--- config.mk ---
export PLATFORM = sky130hd
export DESIGN_NAME = order_preserving_key_encoder
export DESIGN_NICKNAME = d
export VERILOG_FILES = /design/src/rtl/opke_pkg.sv /design/src/rtl/order_preserving_key_encoder.sv /design/src/rtl/opke_front.sv /design/src/rtl/opke_fifo.sv /design/src/rtl/opke_back.sv
export SDC_FILE = /design/constraint.sdc
export NUM_CORES = 1
export LEC_CHECK = 0
export BUFFER_PORTS_ARGS = -buffer_cell sky130_fd_sc_hd__buf_2
export CORE_UTILIZATION = 39
export DETAILED_ROUTE_END_ITERATION = 6
export GPL_TIMING_DRIVEN = 0
export PLACE_DENSITY_LB_ADDON = 0.25
export REMOVE_ABC_BUFFERS = 1
export SYNTH_ARGS = -nofsm -noshare
export SYNTH_HDL_FRONTEND = slang
export SYNTH_SLANG_ARGS = --single-unit
export TNS_END_PERCENT = 100
--- constraint.sdc ---
create_clock -name clk -period 18.99 [get_ports clk]
set_input_delay 1.899 -clock clk [delete_from_list [all_inputs] [get_ports clk]]
set_output_delay 1.899 -clock clk [all_outputs]
set_load 0.02 [all_outputs]
--- src/rtl/opke_pkg.sv ---
`default_nettype none
// ----------------------------------------------------------------------------
// opke_pkg
// Types and constants of the order-preserving key encoder.
// ----------------------------------------------------------------------------
package opke_pkg;

	typedef enum logic [1:0] {
		CMD_INT32    = 2'd0,
		CMD_INT64    = 2'd1,
		CMD_STR_BYTE = 2'd2,
		CMD_STR_END  = 2'd3
	} cmd_t;

	localparam logic [15:0] MAX_STRING_LEN = 16'd65535;
	localparam logic [7:0]  BYTE_MARKER    = 8'h00;
	localparam logic [7:0]  TYPE_INT       = 8'h10;
	localparam logic [7:0]  TYPE_STR       = 8'h20;
	localparam logic [7:0]  STR_NUL        = 8'h00;

	localparam int JOB_BYTES   = 15;
	localparam int JOB_W       = JOB_BYTES * 8;
	localparam int LEN_W       = $clog2(JOB_BYTES + 1);
	localparam int QUEUE_DEPTH = 2;
	localparam int QPTR_W      = (QUEUE_DEPTH > 1) ? $clog2(QUEUE_DEPTH) : 1;
	localparam int QCNT_W      = $clog2(QUEUE_DEPTH + 1);

	typedef struct packed {
		logic [1:0]  cmd;
		logic [63:0] value;
	} item_t;

	typedef struct packed {
		logic [7:0] out_byte;
		logic       last_of_item;
	} result_t;

	// bytes left aligned, first byte in the top bits
	typedef struct packed {
		logic [JOB_W-1:0] bytes;
		logic [LEN_W-1:0] len;
	} job_t;

	typedef struct packed {
		logic full;
		logic empty;
	} q_stat_t;

endpackage
`default_nettype wire

--- src/rtl/order_preserving_key_encoder.sv ---
// An item is written into the job queue, then loaded into the back shifter.
// Output: one byte per cycle from the back shifter while result_ready is high; a
// string byte item gives 1 byte (3 if it opens the string), a string end 3 or 5
// bytes, an integer part 8 or 12 bytes (11 or 15 if it closes a string). New
// items are taken while earlier jobs drain, as long as the job queue is not full.
// Reset: arst_n clears the string state, the job queue and the shifter.
`default_nettype none
// ----------------------------------------------------------------------------
// order_preserving_key_encoder
// Encodes integer and string key parts into an order-preserving byte stream.
// ----------------------------------------------------------------------------
module order_preserving_key_encoder import opke_pkg::*; (
	input  wire logic    clk,
	input  wire logic    arst_n,
	input  wire logic    item_valid,
	output logic         item_ready,
	input  wire item_t   item,
	output logic         result_valid,
	input  wire logic    result_ready,
	output result_t      result
);

	q_stat_t q_stat;
	logic    push;
	logic    pop;
	job_t    wr_job;
	job_t    rd_job;

	opke_front u_front (
		.clk        (clk),
		.arst_n     (arst_n),
		.item_valid (item_valid),
		.item_ready (item_ready),
		.item       (item),
		.q_stat     (q_stat),
		.push       (push),
		.job        (wr_job)
	);

	opke_fifo u_fifo (
		.clk    (clk),
		.arst_n (arst_n),
		.push   (push),
		.wr     (wr_job),
		.pop    (pop),
		.rd     (rd_job),
		.stat   (q_stat)
	);

	opke_back u_back (
		.clk          (clk),
		.arst_n       (arst_n),
		.q_stat       (q_stat),
		.job          (rd_job),
		.pop          (pop),
		.result_valid (result_valid),
		.result_ready (result_ready),
		.result       (result)
	);

endmodule
`default_nettype wire

--- src/rtl/opke_front.sv ---
`default_nettype none
// ----------------------------------------------------------------------------
// opke_front
// Accepts key items, tracks the open string and builds byte jobs.
// ----------------------------------------------------------------------------
module opke_front import opke_pkg::*; (
	input  wire logic    clk,
	input  wire logic    arst_n,
	input  wire logic    item_valid,
	output logic         item_ready,
	input  wire item_t   item,
	input  wire q_stat_t q_stat,
	output logic         push,
	output job_t         job
);

	logic        open_q;
	logic [15:0] cnt_q;
	logic        open_d;
	logic [15:0] cnt_d;
	logic        emit;
	logic        accept;
	logic [95:0] int_seg;
	logic [LEN_W-1:0] int_len;
	logic [63:0] v64;
	logic [31:0] v32;

	assign item_ready = !q_stat.full;
	assign accept     = item_valid && item_ready;
	assign push       = accept && emit;

	assign v32 = item.value[31:0] ^ 32'h8000_0000;
	assign v64 = item.value ^ 64'h8000_0000_0000_0000;

	always_comb begin
		if (item.cmd == CMD_INT32) begin
			int_seg = {BYTE_MARKER, TYPE_INT, 8'h00, 8'h04, v32, 32'h0};
			int_len = LEN_W'(8);
		end else begin
			int_seg = {BYTE_MARKER, TYPE_INT, 8'h00, 8'h08, v64};
			int_len = LEN_W'(12);
		end
	end

	always_comb begin
		open_d    = open_q;
		cnt_d     = cnt_q;
		emit      = 1'b1;
		job.bytes = '0;
		job.len   = '0;
		unique case (cmd_t'(item.cmd))
			CMD_INT32, CMD_INT64: begin
				open_d = 1'b0;
				cnt_d  = '0;
				if (open_q) begin
					job.bytes = {STR_NUL, cnt_q, int_seg};
					job.len   = int_len + LEN_W'(3);
				end else begin
					job.bytes = {int_seg, 24'h0};
					job.len   = int_len;
				end
			end
			CMD_STR_BYTE: begin
				if (!open_q) begin
					open_d    = 1'b1;
					cnt_d     = 16'd1;
					job.bytes = {BYTE_MARKER, TYPE_STR, item.value[7:0], 96'h0};
					job.len   = LEN_W'(3);
				end else if (cnt_q < MAX_STRING_LEN) begin
					cnt_d     = cnt_q + 16'd1;
					job.bytes = {item.value[7:0], 112'h0};
					job.len   = LEN_W'(1);
				end else begin
					emit = 1'b0;
				end
			end
			CMD_STR_END: begin
				open_d = 1'b0;
				cnt_d  = '0;
				if (open_q) begin
					job.bytes = {STR_NUL, cnt_q, 96'h0};
					job.len   = LEN_W'(3);
				end else begin
					job.bytes = {BYTE_MARKER, TYPE_STR, STR_NUL, 16'h0, 80'h0};
					job.len   = LEN_W'(5);
				end
			end
			default: begin
				emit = 1'b0;
			end
		endcase
	end

	always_ff @(posedge clk or negedge arst_n) begin
		if (!arst_n) begin
			open_q <= 1'b0;
			cnt_q  <= '0;
		end else if (accept) begin
			open_q <= open_d;
			cnt_q  <= cnt_d;
		end
	end

endmodule
`default_nettype wire

--- src/rtl/opke_fifo.sv ---
`default_nettype none
// ----------------------------------------------------------------------------
// opke_fifo
// Short job queue between the front and the back.
// ----------------------------------------------------------------------------
module opke_fifo import opke_pkg::*; (
	input  wire logic clk,
	input  wire logic arst_n,
	input  wire logic push,
	input  wire job_t wr,
	input  wire logic pop,
	output job_t      rd,
	output q_stat_t   stat
);

	job_t              mem_q [QUEUE_DEPTH];
	logic [QPTR_W-1:0] wr_ptr_q;
	logic [QPTR_W-1:0] rd_ptr_q;
	logic [QCNT_W-1:0] cnt_q;
	logic              do_push;
	logic              do_pop;

	assign stat.full  = (cnt_q == QCNT_W'(QUEUE_DEPTH));
	assign stat.empty = (cnt_q == '0);
	assign do_push    = push && !stat.full;
	assign do_pop     = pop && !stat.empty;
	assign rd         = mem_q[rd_ptr_q];

	always_ff @(posedge clk) begin
		if (do_push) begin
			mem_q[wr_ptr_q] <= wr;
		end
	end

	always_ff @(posedge clk or negedge arst_n) begin
		if (!arst_n) begin
			wr_ptr_q <= '0;
			rd_ptr_q <= '0;
			cnt_q    <= '0;
		end else begin
			if (do_push) begin
				wr_ptr_q <= (wr_ptr_q == QPTR_W'(QUEUE_DEPTH - 1)) ? '0 : wr_ptr_q + 1'b1;
			end
			if (do_pop) begin
				rd_ptr_q <= (rd_ptr_q == QPTR_W'(QUEUE_DEPTH - 1)) ? '0 : rd_ptr_q + 1'b1;
			end
			if (do_push && !do_pop) begin
				cnt_q <= cnt_q + 1'b1;
			end else if (do_pop && !do_push) begin
				cnt_q <= cnt_q - 1'b1;
			end
		end
	end

endmodule
`default_nettype wire

--- src/rtl/opke_back.sv ---
`default_nettype none
// ----------------------------------------------------------------------------
// opke_back
// Shifts queued jobs out one byte per beat.
// ----------------------------------------------------------------------------
module opke_back import opke_pkg::*; (
	input  wire logic    clk,
	input  wire logic    arst_n,
	input  wire q_stat_t q_stat,
	input  wire job_t    job,
	output logic         pop,
	output logic         result_valid,
	input  wire logic    result_ready,
	output result_t      result
);

	logic [JOB_W-1:0] sh_q;
	logic [LEN_W-1:0] rem_q;
	logic             beat;

	assign result_valid        = (rem_q != '0);
	assign result.out_byte     = sh_q[JOB_W-1 -: 8];
	assign result.last_of_item = (rem_q == LEN_W'(1));
	assign beat                = result_valid && result_ready;
	assign pop = !q_stat.empty && (!result_valid || (beat && result.last_of_item));

	always_ff @(posedge clk) begin
		if (pop) begin
			sh_q <= job.bytes;
		end else if (beat) begin
			sh_q <= {sh_q[JOB_W-9:0], 8'h00};
		end
	end

	always_ff @(posedge clk or negedge arst_n) begin
		if (!arst_n) begin
			rem_q <= '0;
		end else if (pop) begin
			rem_q <= job.len;
		end else if (beat) begin
			rem_q <= rem_q - 1'b1;
		end
	end

endmodule
`default_nettype wire

# [After elaboration in Yosys (flattened, before gate mapping)]
# Memory sizes are Yosys's and may differ from the RTL's.
# Cells that the tools add are included.
[word_totals] mem_bits_rw=248 n_memories=1 register_bits=145 latch_bits=0 wordCells=71 romBits=0 output_inout_bits=11 in_bits=70
[classes] n_shift=0 mux=24 div=0 n_reduce_logical=23 add_sub_neg=7 order_cmp=1 multipliers=0 eq_ne=6 bitwise_logic=2
[mem_list] memory="u_fifo.mem_q" depth=2 width=124 read_ports=1 rd_clocked_by_memory_dff=0 write_ports=1 line="opke_fifo.sv:16" rtl="job_t mem_q [QUEUE_DEPTH];"
[ops] operator="$mux W124" count=3
[ops] operator="$pmux W124 S3" count=1
[ops] operator="$mux W120" count=2
[ops] operator="$mux W116" count=1
[ops] operator="$mux W68" count=1
[ops] operator="$mux W16" count=2
[ops] operator="$pmux W16 S2" count=1
[ops] operator="$add A16 B1 Y16 const B" count=1
[ops] operator="$lt A16 B16 Y1 const B" count=1
[ops] operator="$logic_and A1 B1 Y1" count=9
[ops] operator="$mux W4" count=2
[ops] operator="$mux W1" count=7
[ops] operator="$eq A2 B2 Y1 const B" count=3
[ops] operator="$logic_not A1 Y1" count=5
[ops] operator="$add A4 B2 Y4 const B" count=1
[ops] operator="$eq A4 B1 Y1 const B" count=1
[ops] operator="$logic_not A2 Y1" count=2
[ops] operator="$mux W2" count=2
[ops] operator="$reduce_bool A2 Y1" count=2
[ops] operator="$reduce_bool A4 Y1" count=1
[ops] operator="$sub A4 B1 Y4 const B" count=1
[ops] operator="$mux W3" count=1
[ops] operator="$ne A3 B3 Y1 const B" count=1
[ops] operator="$reduce_or A3 Y1" count=1
[ops] operator="other kinds (9)" count=11

# [Logic depth before layout (Yosys ltp)]
# Gate-level depths: netlist of the first run.
[logic_depth] word_depth=10 ltp_mapped=11 depth_no_buf=9

# [Modules after synthesis]
# Synthesis of the first run repeated with hierarchy kept, for this count alone.
[unflattened] hier_cells=1161 hier_area_um2=17590.6
[modules_own_cells] module="opke_fifo" instances=1 area_each_um2=9341.5 cells_per_inst=405
[modules_own_cells] module="opke_back" instances=1 area_each_um2=5377.7 cells_per_inst=294
[modules_own_cells] module="opke_front" instances=1 area_each_um2=2871.5 cells_per_inst=462

# [Worst setup path after synthesis of the first run]
# No wires, ideal clock.
[synth_timing] path_kind="input-to-reg" from="input port item[65] (netlist name)" to="memory u_fifo.mem_q[0][0] (netlist name) (enable)" setup_slack_ns=10.599 cell_stages=5 setup_ns=0.610 required_ns=18.380 arrival_ns=7.781 path_cell_list="buf_2 > and3b_1 > buf_2 > a21oi_4 > nor2b_1"
[synth_between] elab_chain_cells=6
[synth_lines] element="start: declaration" line="order_preserving_key_encoder.sv:17" rtl="input wire item_t item,"
[synth_lines] element="$eq A2 B2 Y1" line="opke_front.sv:51" rtl="unique case (cmd_t'(item.cmd))"
[synth_lines] element="$mux W1" line="opke_front.sv:51"
[synth_lines] element="$logic_and A1 B1 Y1" line="opke_front.sv:30" rtl="assign push = accept && emit;"
[synth_lines] element="$logic_and A1 B1 Y1" line="opke_fifo.sv:25" rtl="assign do_push = push && !stat.full;"
[synth_lines] element="net u_fifo.do_push" line="opke_fifo.sv:20" rtl="logic do_push;"
[synth_lines] element="$mux W1" line="opke_fifo.sv:30" rtl="if (do_push) begin"
[synth_lines] element="$mux W1 (not written as such)" line="opke_fifo.sv:31" rtl="mem_q[wr_ptr_q] <= wr;"
[synth_lines] element="end: declaration" line="opke_fifo.sv:16"
# The timed path passes the listed nets, and every way through them passes these cells.

# [Final worst setup path of the first run]
[layout_timing] from="input port item[64] (netlist name)" to="memory u_fifo.mem_q[0][81] (netlist name) (enable)"
# The elaborated chain is that of the path after synthesis.

==> results_tabular.tex, run 1 <==
\begin{tabular}{lr}
\hline
Metric & Value \\
\hline
\multicolumn{2}{l}{\textbf{Outcome}} \\
Status & finished clean \\
\multicolumn{2}{l}{\textbf{Power and ir drop}} \\
Worst-case vdd ir drop & 0.0000810 V \\
Leakage power total & 7.16 nW \\
Total power per unit cell area & 144 mW/mm\^{}2 \\
\multicolumn{2}{l}{\textbf{Clocking}} \\
CTS Root Buffer Type & sky130\_fd\_sc\_hd\_\_clkbuf\_16 \\
Number of sinks on the clock net & 381 \\
Total of cells resized after clock tree synthesis & 0 \\
Clock Latency Late Sink & 0.54 ns \\
Hold buffer count at cts & 0 \\
Clock slew seen by the registers of the worst setup and hold paths & 0.06 ns \\
Maximum buffer depth of the clock tree & 3 \\
Number of buffers created by CTS & 42 \\
\# Post-CTS Setup Buffers & 0 \\
TritonCTS clock tree & yes \\
H-tree level count & 2 \\
\multicolumn{2}{l}{\textbf{Layout}} \\
Fraction of final layout cells sized beyond drive strength 1 & 0.136 \\
Finished Core Util & 0.455 \\
Relative area change from synthesis to final layout & 14.1\% \\
Non-Filler Cell Area, Final & 0.0187 mm\^{}2 \\
Number of antenna repair diodes & 0 \\
Net total in the final layout & 1358 \\
\# fillers & 3650 \\
\multicolumn{2}{l}{\textbf{Timing}} \\
Worst hold slack after final layout & 0.511 ns \\
Setup violators final & 0 \\
Unrepaired setup endpoints after global routing & no \\
Final hold violation count & 0 \\
Worst slew margin relative to its limit & 0.0657 \\
Clock skew after layout & 0.0178 ns \\
Setup slack after layout & 14.16 ns \\
Final critical-path required period & 4.83 ns \\
Final TNS setup & 0 ns \\
Top achievable clock speed & 0.207 GHz \\
Period utilisation layout & 0.254 \\
Actual slew at the worst max-slew pin & 1.40 ns \\
Final-report max-slew violation count & 0 \\
\multicolumn{2}{l}{\textbf{Detailed routing}} \\
Post-route DRC violation count & 0 \\
Pre-Repair DR Iteration Count & 5 \\
Violation count after the first detailed-route iteration & 747 \\
Via-to-Cell Ratio & 5.29 \\
Routed wire length & 35.6 mm \\
Highest signal layer in the routed design & met4 \\
Vias & 9764 \\
Routed wire length on met2 & 17.1 mm \\
M1 wire length & 16.0 mm \\
Antenna Violating Nets Remaining & 0 \\
Met3 wire len & 1.60 mm \\
Wire length per cell after detailed routing & 19.3 um \\
\multicolumn{2}{l}{\textbf{Synth}} \\
Synth top area cells & sky130\_fd\_sc\_hd\_\_edfxtp\_1 (65\%), sky130\_fd\_sc\_hd\_\_mux2i\_1 (9.1\%), sky130\_fd\_sc\_hd\_\_nand2\_1 (4.2\%) \\
Most common cell in the netlist & sky130\_fd\_sc\_hd\_\_edfxtp\_1 \\
Top cell types by occurrence after synthesis & sky130\_fd\_sc\_hd\_\_edfxtp\_1 (356), sky130\_fd\_sc\_hd\_\_nand2\_1 (182), sky130\_fd\_sc\_hd\_\_mux2i\_1 (149) \\
Cell area after technology mapping & 0.0164 mm\^{}2 \\
Synth warnings & 0 \\
Gate Count Post-Synth & 1230 \\
Post-synthesis register bit count & 381 \\
Predominant post-synthesis flop cell & sky130\_fd\_sc\_hd\_\_edfxtp\_1 \\
Proportion of synthesized flip-flops having asynchronous set or reset & 0.0656 \\
Mapped Avg Cell Area & 13.4 um\^{}2 \\
Number of unique standard cell types used by synthesis & 53 \\
Biggest area consumer among synthesized cells & sky130\_fd\_sc\_hd\_\_edfxtp\_1 \\
Sequential share of the synthesized area & 0.689 \\
Number of enable flip-flop cells after synthesis & 356 \\
Area share of the leading cell type in the synthesized netlist & 0.651 \\
\multicolumn{2}{l}{\textbf{Worst hold path}} \\
Class of the tightest hold or removal check & flip-flop to flip-flop \\
\multicolumn{2}{l}{\textbf{Setup path}} \\
Maximum net fanout on the critical path & 39 \\
Critical path endpoint category & flip-flop \\
Critical path class & primary input to flip-flop \\
Required time of the critical path & 19.23 ns \\
Arrival time reported for the critical path endpoint & 5.07 ns \\
Setup crit start kind & primary input \\
\multicolumn{2}{l}{\textbf{Placement}} \\
Worst Setup Slack post-DPL & 13.58 ns \\
Final GP Congestion & 0.832 \\
Standard cell area after detailed placement & 0.0174 mm\^{}2 \\
HPWL after detailed placement & 20.3 mm \\
\# port buffers & 80 \\
\multicolumn{2}{l}{\textbf{GRT}} \\
Number of global-route vias before repair & 9776 \\
Number of antenna violations at the first check in global routing & 0 \\
Wire length of the first global-routing pass & 55.0 mm \\
Gr usage total & 0.165 \\
Total congestion overflow after global routing & 0 \\
Maximum number of pins on one net before global-route repair & 130 \\
\multicolumn{2}{l}{\textbf{Floorplan}} \\
Floorplan die width & 207 um \\
Die outline area & 0.0429 mm\^{}2 \\
Initial Util & 0.399 \\
Height of the die & 207 um \\
I/O pin cnt & 81 \\
Number of placement rows & 74 \\
Area of the placeable core & 0.0412 mm\^{}2 \\
\multicolumn{2}{l}{\textbf{Run}} \\
\# Max-Cap Violations & 0 \\
\hline
\end{tabular}
==> final cells by class <==
| cell class | instances | area, um^2 | area share |
|---|---|---|---|
| inverter | 15 | 68.8 | 0.00367 |
| tap | 532 | 666 | 0.0355 |
| timing repair buffer | 94 | 741 | 0.0395 |
| multi-input combinational | 749 | 4630 | 0.247 |
| clock inverter | 19 | 119 | 0.00635 |
| clock buffer | 57 | 1190 | 0.0635 |
| sequential | 381 | 11300 | 0.604 |
==> layout by cell type, fill, tap and decap left out, types with 6 or more instances in the layout <==
master / instances
sky130_fd_sc_hd__edfxtp_1: 356
sky130_fd_sc_hd__nand2_1: 181
sky130_fd_sc_hd__mux2i_1: 149
sky130_fd_sc_hd__o21ai_0: 121
sky130_fd_sc_hd__buf_2: 80
sky130_fd_sc_hd__nor2_1: 74
sky130_fd_sc_hd__a21oi_1: 60
sky130_fd_sc_hd__clkbuf_16: 43
sky130_fd_sc_hd__and2_1: 39
sky130_fd_sc_hd__dfrtp_1: 23
sky130_fd_sc_hd__nand3_1: 20
sky130_fd_sc_hd__and3_1: 13
sky130_fd_sc_hd__inv_1: 12
sky130_fd_sc_hd__clkinv_1: 12
sky130_fd_sc_hd__a211oi_1: 8
sky130_fd_sc_hd__clkbuf_1: 8
sky130_fd_sc_hd__buf_16: 8
sky130_fd_sc_hd__a22oi_1: 6
sky130_fd_sc_hd__clkbuf_8: 6
sky130_fd_sc_hd__buf_12: 6
==> stage by stage <==
step	cells	total power, W
floorplan	1145	0.00178
global placement	1757	0.00203
detailed placement	1771	0.00196
CTS	1847	0.00273
global route	1847	0.00283
finish	1847	0.00270
==> kinds of logic (layout without fill, tap and decap cells) <==
logic type	after synthesis	count (layout)	share of synthesized area
simple gates	364	364	0.103
xor+xnor	6	6	0.00320
buf+inv	100	185	0.0309
flops	381	381	0.689
fa+ha+maj	5	5	0.00381
mux	155	155	0.0952
compound gates	219	219	0.0747
==> critical path: stages <==
cell and delay [ns]:
sky130_fd_sc_hd__buf_2 1.01, sky130_fd_sc_hd__and3b_1 0.50, sky130_fd_sc_hd__a21oi_4 0.34, sky130_fd_sc_hd__nor2b_4 0.60, sky130_fd_sc_hd__buf_16 0.24, sky130_fd_sc_hd__buf_12 0.19
sky130_fd_sc_hd__buf_12 0.21
==> where the power goes <==
group	total, W	internal [W]	leakage (nW)	switching, W
combinational	0.000618	0.000233	2.74	0.000385
clock	0.000768	0.000451	0.642	0.000317
sequential	0.00131	0.00123	3.78	0.0000889
total	0.00270	0.00191	7.16	0.000791
==> registers in the layout (all words and copies together), names as in the netlist <==
register / cells
u_back.rem_q: 4
u_back.sh_q: 120
u_fifo.cnt_q: 2
u_fifo.mem_q: 236
u_fifo.rd_ptr_q: 1
u_fifo.wr_ptr_q: 1
u_front.cnt_q: 16
u_front.open_q: 1
==> layer usage <==
metal / up-vias / global-route usage
met5: - / 0
met2: 230 / 0.274
li1: 4630 / -
met4: 0 / 0.0579
met1: 4832 / 0.220
met3: 72 / 0.0258
==> final timing paths <==
| check | start | end | slack (ns) | cells after the start |
|---|---|---|---|---|
| max in group asynchronous | arst_n | u_fifo.rd_ptr_q | 17.17 | 1 |
| min in group asynchronous | arst_n | u_fifo.cnt_q[1] | 1.37 | 1 |
| worst min-delay path | u_fifo.cnt_q[1] | u_fifo.cnt_q[1] | 0.51 | 1 |
| worst max-delay path | item[64] | u_fifo.mem_q[0][81] | 14.16 | 7 |
| worst min register to register | u_fifo.cnt_q[1] | u_fifo.cnt_q[1] | 0.51 | 1 |
| worst max register to register | u_front.cnt_q[0] | u_fifo.mem_q[0][81] | 15.86 | 8 |
Power figures use the tool's default switching activity.
==> run 2, diff against run 1 <==
Clock period 18.99 ns to 4.7 ns, I/O delays scaled along.
==> run 2 against run 1 <==
Count of clock-buffer cells in the layout stayed put. Total power grew to 4.0 times the previous value. Design area hardly changed. Sequential power grew to 4.1 times the previous value.
==> results_tabular.tex, run 2 (synthesized netlist as in run 1, its figures left out) <==
\begin{tabular}{lr}
\hline
Metric & Value \\
\hline
\multicolumn{2}{l}{\textbf{Worst hold path}} \\
Start point of the worst min-delay path & item[9] \\
Class of the tightest hold or removal check & primary input to flip-flop \\
\multicolumn{2}{l}{\textbf{Setup path}} \\
Slowest library cell on the worst path & sky130\_fd\_sc\_hd\_\_buf\_2 \\
Critical-path cell list & buf\_2, and3b\_1, a21oi\_4, nor2b\_4, buf\_16, buf\_12, buf\_12 \\
Arrival time reported for the critical path endpoint & 3.63 ns \\
R2r startpoint & u\_front.cnt\_q[0] \\
Cell occurring most often along the worst timing path & sky130\_fd\_sc\_hd\_\_buf\_12 \\
Critical path class & primary input to flip-flop \\
Setup crit start kind & primary input \\
Cell type group with the largest total delay on the critical path & buffers and inverters \\
First element of the critical path & item[64] \\
Required time of the critical path & 4.94 ns \\
Maximum net fanout on the critical path & 39 \\
Critical path endpoint category & flip-flop \\
Delay of the slowest cell on the worst path & 1.01 ns \\
Buffer and inverter count on the worst path & 4 \\
\multicolumn{2}{l}{\textbf{Layout}} \\
Max FFs per register & 236 \\
Leading cell types in the layout, fill and taps excluded & sky130\_fd\_sc\_hd\_\_edfxtp\_1 (356), sky130\_fd\_sc\_hd\_\_nand2\_1 (181), sky130\_fd\_sc\_hd\_\_mux2i\_1 (149) \\
Number of antenna repair diodes & 0 \\
Largest regs & u\_fifo.mem\_q (236), u\_back.sh\_q (120), u\_front.cnt\_q (16) \\
Most frequent standard cell in the layout excluding fill and tap cells & sky130\_fd\_sc\_hd\_\_edfxtp\_1 \\
Total area of multi-input combinational cells & 0.00463 mm\^{}2 \\
FF/Latch Area & 0.0113 mm\^{}2 \\
Net total in the final layout & 1359 \\
\# fillers & 3649 \\
Relative area change from synthesis to final layout & 14.1\% \\
Non-Filler Cell Area, Final & 0.0187 mm\^{}2 \\
Top reg by flops & u\_fifo.mem\_q \\
Fraction of final layout cells sized beyond drive strength 1 & 0.136 \\
\multicolumn{2}{l}{\textbf{Clocking}} \\
Clock Latency Late Sink & 0.54 ns \\
TritonCTS clock tree & yes \\
Number of sinks on the clock net & 381 \\
Maximum buffer depth of the clock tree & 3 \\
Total of cells resized after clock tree synthesis & 0 \\
CTS Root Buffer Type & sky130\_fd\_sc\_hd\_\_clkbuf\_16 \\
H-tree level count & 2 \\
Number of buffers created by CTS & 42 \\
Clock slew seen by the registers of the worst setup and hold paths & 0.06 ns \\
\multicolumn{2}{l}{\textbf{Power and ir drop}} \\
Leakage power total & 7.16 nW \\
Worst-case vdd ir drop & 0.000329 V \\
Total power per unit cell area & 582 mW/mm\^{}2 \\
\multicolumn{2}{l}{\textbf{Timing}} \\
Clock skew after layout & 0.0196 ns \\
Final-report max-slew violation count & 0 \\
Final hold violation count & 0 \\
Worst slew margin relative to its limit & 0.0616 \\
Period utilisation layout & 0.721 \\
Setup violators final & 0 \\
Top achievable clock speed & 0.295 GHz \\
Setup slack after layout & 1.31 ns \\
Final critical-path required period & 3.39 ns \\
Actual slew at the worst max-slew pin & 1.41 ns \\
Unrepaired setup endpoints after global routing & no \\
\multicolumn{2}{l}{\textbf{Placement}} \\
Final GP Congestion & 0.832 \\
Standard cell area after detailed placement & 0.0174 mm\^{}2 \\
Worst Setup Slack post-DPL & 0.717 ns \\
\# port buffers & 80 \\
HPWL after detailed placement & 20.3 mm \\
\multicolumn{2}{l}{\textbf{Floorplan}} \\
Die outline area & 0.0429 mm\^{}2 \\
Initial Util & 0.399 \\
Floorplan die width & 207 um \\
Height of the die & 207 um \\
Number of placement rows & 74 \\
I/O pin cnt & 81 \\
Area of the placeable core & 0.0412 mm\^{}2 \\
\multicolumn{2}{l}{\textbf{GRT}} \\
Number of global-route vias before repair & 9783 \\
Gr usage total & 0.165 \\
Maximum number of pins on one net before global-route repair & 130 \\
Total congestion overflow after global routing & 0 \\
Number of antenna violations at the first check in global routing & 0 \\
Wire length of the first global-routing pass & 55.0 mm \\
\multicolumn{2}{l}{\textbf{Run}} \\
\# Max-Cap Violations & 0 \\
\multicolumn{2}{l}{\textbf{Outcome}} \\
Status & finished clean \\
\multicolumn{2}{l}{\textbf{Detailed routing}} \\
Pre-Repair DR Iteration Count & 5 \\
Vias & 9788 \\
Wire length per cell after detailed routing & 19.4 um \\
Violation count after the first detailed-route iteration & 698 \\
Via-to-Cell Ratio & 5.30 \\
Routed wire length & 35.8 mm \\
Antenna Violating Nets Remaining & 0 \\
Post-route DRC violation count & 0 \\
\hline
\end{tabular}
-- run 2: cell count changes in the layout (fill, tap and decap cells not counted), sizes merged --
cell	previous run	this run
dlygate4sd3	0	1
-- run 2: final cells by class --
cell class	instances	area share
Clock buffer	57	0.0634
Multi-Input combinational cell	749	0.247
Tap cell	532	0.0355
Timing Repair Buffer	95	0.0401
Clock inverter	19	0.00634
Sequential cell	381	0.604
Inverter	15	0.00367
-- run 2: routing by layer --
metal / vias up / routed length (um) / track usage
met2: 230 / 17100 / 0.274
li1: 4628 / - / -
met1: 4855 / 16100 / 0.220
met5: - / 0 / 0
met4: 0 / 1010 / 0.0579
met3: 75 / 1530 / 0.0258
-- run 2: worst paths after layout --
kind	endpoint	slack, ns	depth (start not counted)
max in group asynchronous	u_fifo.rd_ptr_q	3.75	2
worst min-delay path	u_fifo.mem_q[0][13]	0.30	2
min in group asynchronous	u_fifo.cnt_q[1]	0.49	2
worst max register to register	u_fifo.mem_q[0][81]	1.57	8
worst min register to register	u_fifo.cnt_q[1]	0.51	1
worst max-delay path	u_fifo.mem_q[0][81]	1.31	7
-- run 2: per-stage QoR --
step	cells	total power [W]	hold WS (ns)	util	TNS [ns]
floorplan	1145	0.00720	0.174	-	-322.22
global placement	1757	0.00801	0.469	0.413	-1709.33
detailed placement	1771	0.00792	0.497	0.423	0
CTS	1848	0.0110	0.282	0.455	0
global route	1848	0.0115	0.295	0.455	0
finish	1848	0.0109	0.296	0.455	0
-- run 2: what timing repair did --
item / 4_1_cts / 5_1_grt
hold buffers: 1 / 0
setup buffers: 0 / 0
hold endpoints to repair: 25 / 0
-- run 2: where the power goes --
group | switching [W] | internal, W | leakage, nW | total [W]
clock | 0.00128 | 0.00182 | 0.642 | 0.00310
sequential | 0.000359 | 0.00495 | 3.78 | 0.00531
combinational | 0.00156 | 0.000942 | 2.75 | 0.00250
total | 0.00320 | 0.00771 | 7.16 | 0.0109
==> run 3, diff against run 2 <==
Settings changed: ABC_AREA set to 1.
Clock period 4.7 ns to 3.3 ns, I/O delays scaled along.
==> run 3 against run 2 <==
The run now ends with design-rule violations left. Sequential cell count unchanged. Sequential share of layout area down 0.36 points. Global-route usage up 2.1 points. Worst setup slack worse by 1.1 ns. Non-clock buffer count up 8. Combinational power up 100%. Clock power up 53%. Total power up 65%. Area after synthesis down 0.84%. First-iteration DRC count up 33%. Critical path type is now flip-flop to flip-flop. Critical endpoint is now u_fifo.cnt_q[1].
==> results_tabular.tex, run 3 <==
\begin{tabular}{lr}
\hline
Metric & Value \\
\hline
\multicolumn{2}{l}{\textbf{Outcome}} \\
Status & finished with violations \\
Violations in the final reports & design-rule violations \\
\multicolumn{2}{l}{\textbf{Synth}} \\
Main combinational cell family by area after synthesis & simple AND/OR/NAND/NOR gates \\
Number of unique standard cell types used by synthesis & 37 \\
Gate Count Post-Synth & 1465 \\
Number of enable flip-flop cells after synthesis & 356 \\
Synthesized-area fraction occupied by ao, oa, aoi and oai cells & 0.0777 \\
Synth top area cells & sky130\_fd\_sc\_hd\_\_edfxtp\_1 (66\%), sky130\_fd\_sc\_hd\_\_nand2\_1 (9.1\%), sky130\_fd\_sc\_hd\_\_nor2\_1 (4.1\%) \\
Fraction of synthesized area in multiplexers & 0.00184 \\
Cell area after technology mapping & 0.0163 mm\^{}2 \\
Synth warnings & 0 \\
Simple-gate share of the synthesized area & 0.168 \\
Most common cell in the netlist & sky130\_fd\_sc\_hd\_\_nand2\_1 \\
Area share of the leading cell type in the synthesized netlist & 0.657 \\
Mapped Avg Cell Area & 11.1 um\^{}2 \\
Adder and majority gate portion of the synthesized area & 0.00384 \\
Top cell types by occurrence after synthesis & sky130\_fd\_sc\_hd\_\_nand2\_1 (393), sky130\_fd\_sc\_hd\_\_edfxtp\_1 (356), sky130\_fd\_sc\_hd\_\_nor2\_1 (180) \\
Predominant post-synthesis flop cell & sky130\_fd\_sc\_hd\_\_edfxtp\_1 \\
Proportion of synthesized flip-flops having asynchronous set or reset & 0.0656 \\
Biggest area consumer among synthesized cells & sky130\_fd\_sc\_hd\_\_edfxtp\_1 \\
Post-synthesis register bit count & 381 \\
XOR/XNOR Fraction of Synth Area & 0.00377 \\
Sequential share of the synthesized area & 0.695 \\
\multicolumn{2}{l}{\textbf{Layout}} \\
Relative area change from synthesis to final layout & 15.8\% \\
Fraction of final layout cells sized beyond drive strength 1 & 0.131 \\
Top reg by flops & u\_fifo.mem\_q \\
FF/Latch Area & 0.0113 mm\^{}2 \\
Most frequent standard cell in the layout excluding fill and tap cells & sky130\_fd\_sc\_hd\_\_nand2\_1 \\
Leading cell types in the layout, fill and taps excluded & sky130\_fd\_sc\_hd\_\_nand2\_1 (392), sky130\_fd\_sc\_hd\_\_edfxtp\_1 (356), sky130\_fd\_sc\_hd\_\_nor2\_1 (177) \\
Total area of multi-input combinational cells & 0.00425 mm\^{}2 \\
Number of antenna repair diodes & 0 \\
Max FFs per register & 236 \\
\# fillers & 3732 \\
Net total in the final layout & 1601 \\
Largest regs & u\_fifo.mem\_q (236), u\_back.sh\_q (120), u\_front.cnt\_q (16) \\
\multicolumn{2}{l}{\textbf{Timing}} \\
Clock skew after layout & 0.0243 ns \\
Worst slew margin relative to its limit & 0.287 \\
Final hold violation count & 0 \\
Final-report max-slew violation count & 0 \\
Worst hold slack after final layout & 0.194 ns \\
Setup slack after layout & 0.218 ns \\
Unrepaired setup endpoints after global routing & no \\
Actual slew at the worst max-slew pin & 1.07 ns \\
Setup violators final & 0 \\
Period utilisation layout & 0.934 \\
Top achievable clock speed & 0.324 GHz \\
Final critical-path required period & 3.08 ns \\
\multicolumn{2}{l}{\textbf{Setup path}} \\
Delay of the slowest cell on the worst path & 0.37 ns \\
Critical path class & flip-flop to flip-flop \\
First element of the critical path & u\_back.rem\_q[1] \\
Critical path endpoint category & flip-flop \\
Arrival time reported for the critical path endpoint & 3.48 ns \\
Cell occurring most often along the worst timing path & sky130\_fd\_sc\_hd\_\_ha\_1 \\
Buffer and inverter count on the worst path & 3 \\
Required time of the critical path & 3.70 ns \\
Cell type group with the largest total delay on the critical path & simple AND/OR/NAND/NOR gates \\
Maximum net fanout on the critical path & 64 \\
R2r startpoint & u\_back.rem\_q[1] \\
Critical-path cell list & inv\_1, ha\_1, nor3b\_2, nand3\_2, nand2\_8, buf\_16, clkinvlp\_4, ha\_1, a21oi\_1, o21ai\_0, xor2\_1 \\
Slowest library cell on the worst path & sky130\_fd\_sc\_hd\_\_dfrtp\_1 \\
Setup crit start kind & flip-flop \\
\multicolumn{2}{l}{\textbf{Power and ir drop}} \\
Sequential fraction of design power & 0.456 \\
Leakage power total & 7.10 nW \\
Final total power & 0.0180 W \\
Part of the power in the clock network & 0.264 \\
Worst-case vdd ir drop & 0.000383 V \\
Switching power share of the total & 0.332 \\
Logic pwr share & 0.280 \\
Switching component of the power & 0.00597 W \\
Internal & 0.0120 W \\
Total power per unit cell area & 954 mW/mm\^{}2 \\
\multicolumn{2}{l}{\textbf{Floorplan}} \\
Number of placement rows & 74 \\
Floorplan die width & 206 um \\
I/O pin cnt & 81 \\
Height of the die & 206 um \\
Initial Util & 0.397 \\
Die outline area & 0.0426 mm\^{}2 \\
Area of the placeable core & 0.0410 mm\^{}2 \\
\multicolumn{2}{l}{\textbf{Detailed routing}} \\
Antenna Violating Nets Remaining & 0 \\
Via-to-Cell Ratio & 5.27 \\
Wire length per cell after detailed routing & 19.0 um \\
Vias & 11000 \\
Pre-Repair DR Iteration Count & 7 \\
Violation count after the first detailed-route iteration & 928 \\
Post-route DRC violation count & 9 \\
Routed wire length & 39.8 mm \\
\multicolumn{2}{l}{\textbf{Clocking}} \\
H-tree level count & 2 \\
Number of sinks on the clock net & 381 \\
CTS Root Buffer Type & sky130\_fd\_sc\_hd\_\_clkbuf\_16 \\
Number of buffers created by CTS & 41 \\
TritonCTS clock tree & yes \\
Clock Latency Late Sink & 0.54 ns \\
Clock slew seen by the registers of the worst setup and hold paths & 0.06 ns \\
Maximum buffer depth of the clock tree & 3 \\
\multicolumn{2}{l}{\textbf{Run}} \\
\# Max-Cap Violations & 0 \\
\multicolumn{2}{l}{\textbf{Worst hold path}} \\
Class of the tightest hold or removal check & primary input to flip-flop \\
Start point of the worst min-delay path & item\_valid \\
\multicolumn{2}{l}{\textbf{GRT}} \\
Number of global-route vias before repair & 10500 \\
Total congestion overflow after global routing & 0 \\
Wire length of the first global-routing pass & 59.7 mm \\
Maximum number of pins on one net before global-route repair & 129 \\
Gr usage total & 0.186 \\
Number of antenna violations at the first check in global routing & 0 \\
\multicolumn{2}{l}{\textbf{Placement}} \\
\# port buffers & 80 \\
Worst Setup Slack post-DPL & -0.652 ns \\
HPWL after detailed placement & 21.3 mm \\
Final GP Congestion & 0.886 \\
\hline
\end{tabular}
## run 3: per-layer routing
| metal | vias to the layer above | global-route usage | share of wire |
|---|---|---|---|
| li1 | 5212 | - | - |
| met1 | 5484 | 0.253 | 0.45 |
| met2 | 256 | 0.306 | 0.48 |
| met3 | 58 | 0.0301 | 0.053 |
| met4 | 0 | 0.0520 | 0.020 |
| met5 | - | 0 | 0 |
## run 3: what timing repair did
item,in CTS,in global routing
gates cloned,4,1
setup buffers,1,5
gates resized for setup,5,0
hold endpoints to repair,25,0
endpoints found under the setup margin,198,48
hold buffers,1,0
pin swaps,3,2
## run 3: kinds of logic after synthesis
kind of cell | Yosys count
and+or+nand+nor | 662
buffers and inverters | 189
DFF | 381
adders and majority gates | 5
muxes | 3
xor gates and xnor gates | 7
AOI/OAI and AO/OA | 218
## run 3: through the flow
stage / utilization / setup TNS [ns] / instances / area (um^2)
6_report: 0.460 / 0 / 2090 / 18900
5_1_grt: 0.460 / 0 / 2090 / 18900
4_1_cts: 0.458 / 0 / 2084 / 18800
3_5_place_dp: 0.422 / -60.77 / 2003 / 17300
3_3_place_gp: 0.413 / -3234.52 / 1988 / 16900
2_1_floorplan: - / -1079.50 / 1376 / 15900
## run 3: worst reg2reg max path, cell delays in order (launching register included)
cell and delay (ns):
sky130_fd_sc_hd__dfrtp_1 0.37, sky130_fd_sc_hd__inv_1 0.13, sky130_fd_sc_hd__ha_1 0.16, sky130_fd_sc_hd__nor3b_2 0.21, sky130_fd_sc_hd__nand3_2 0.33, sky130_fd_sc_hd__nand2_8 0.37, sky130_fd_sc_hd__buf_16 0.31, sky130_fd_sc_hd__clkinvlp_4 0.33
sky130_fd_sc_hd__ha_1 0.38, sky130_fd_sc_hd__a21oi_1 0.11, sky130_fd_sc_hd__o21ai_0 0.11, sky130_fd_sc_hd__xor2_1 0.15
## run 3: final timing paths
path | cells after the start | slack, ns | endpoint
worst max-delay path | 11 | 0.22 | u_fifo.cnt_q[1]
worst min-delay path | 3 | 0.19 | u_front.open_q
worst max register to register | 11 | 0.22 | u_fifo.cnt_q[1]
worst min register to register | 1 | 0.48 | u_fifo.cnt_q[0]
max in group asynchronous | 2 | 2.43 | u_fifo.rd_ptr_q
min in group asynchronous | 2 | 0.37 | u_fifo.wr_ptr_q
## run 3: area by class of cell
cell class,count,area share
clock inverters,12,0.0105
repair buffers,103,0.0442
inverters,100,0.0208
well taps,532,0.0353
clock buffers,63,0.0636
multi-input cells,899,0.225
flip-flops and latches,381,0.600
## run 3: power by group through the flow
stage                     Clock, W  Combinational [W]  Sequential (W)
after CTS                  0.00482            0.00499         0.00821
after detailed placement         0            0.00482         0.00829
after global placement           0            0.00398         0.00831
after floorplan                  0            0.00302         0.00846
final                      0.00475            0.00504         0.00820
after global routing       0.00500            0.00559         0.00835
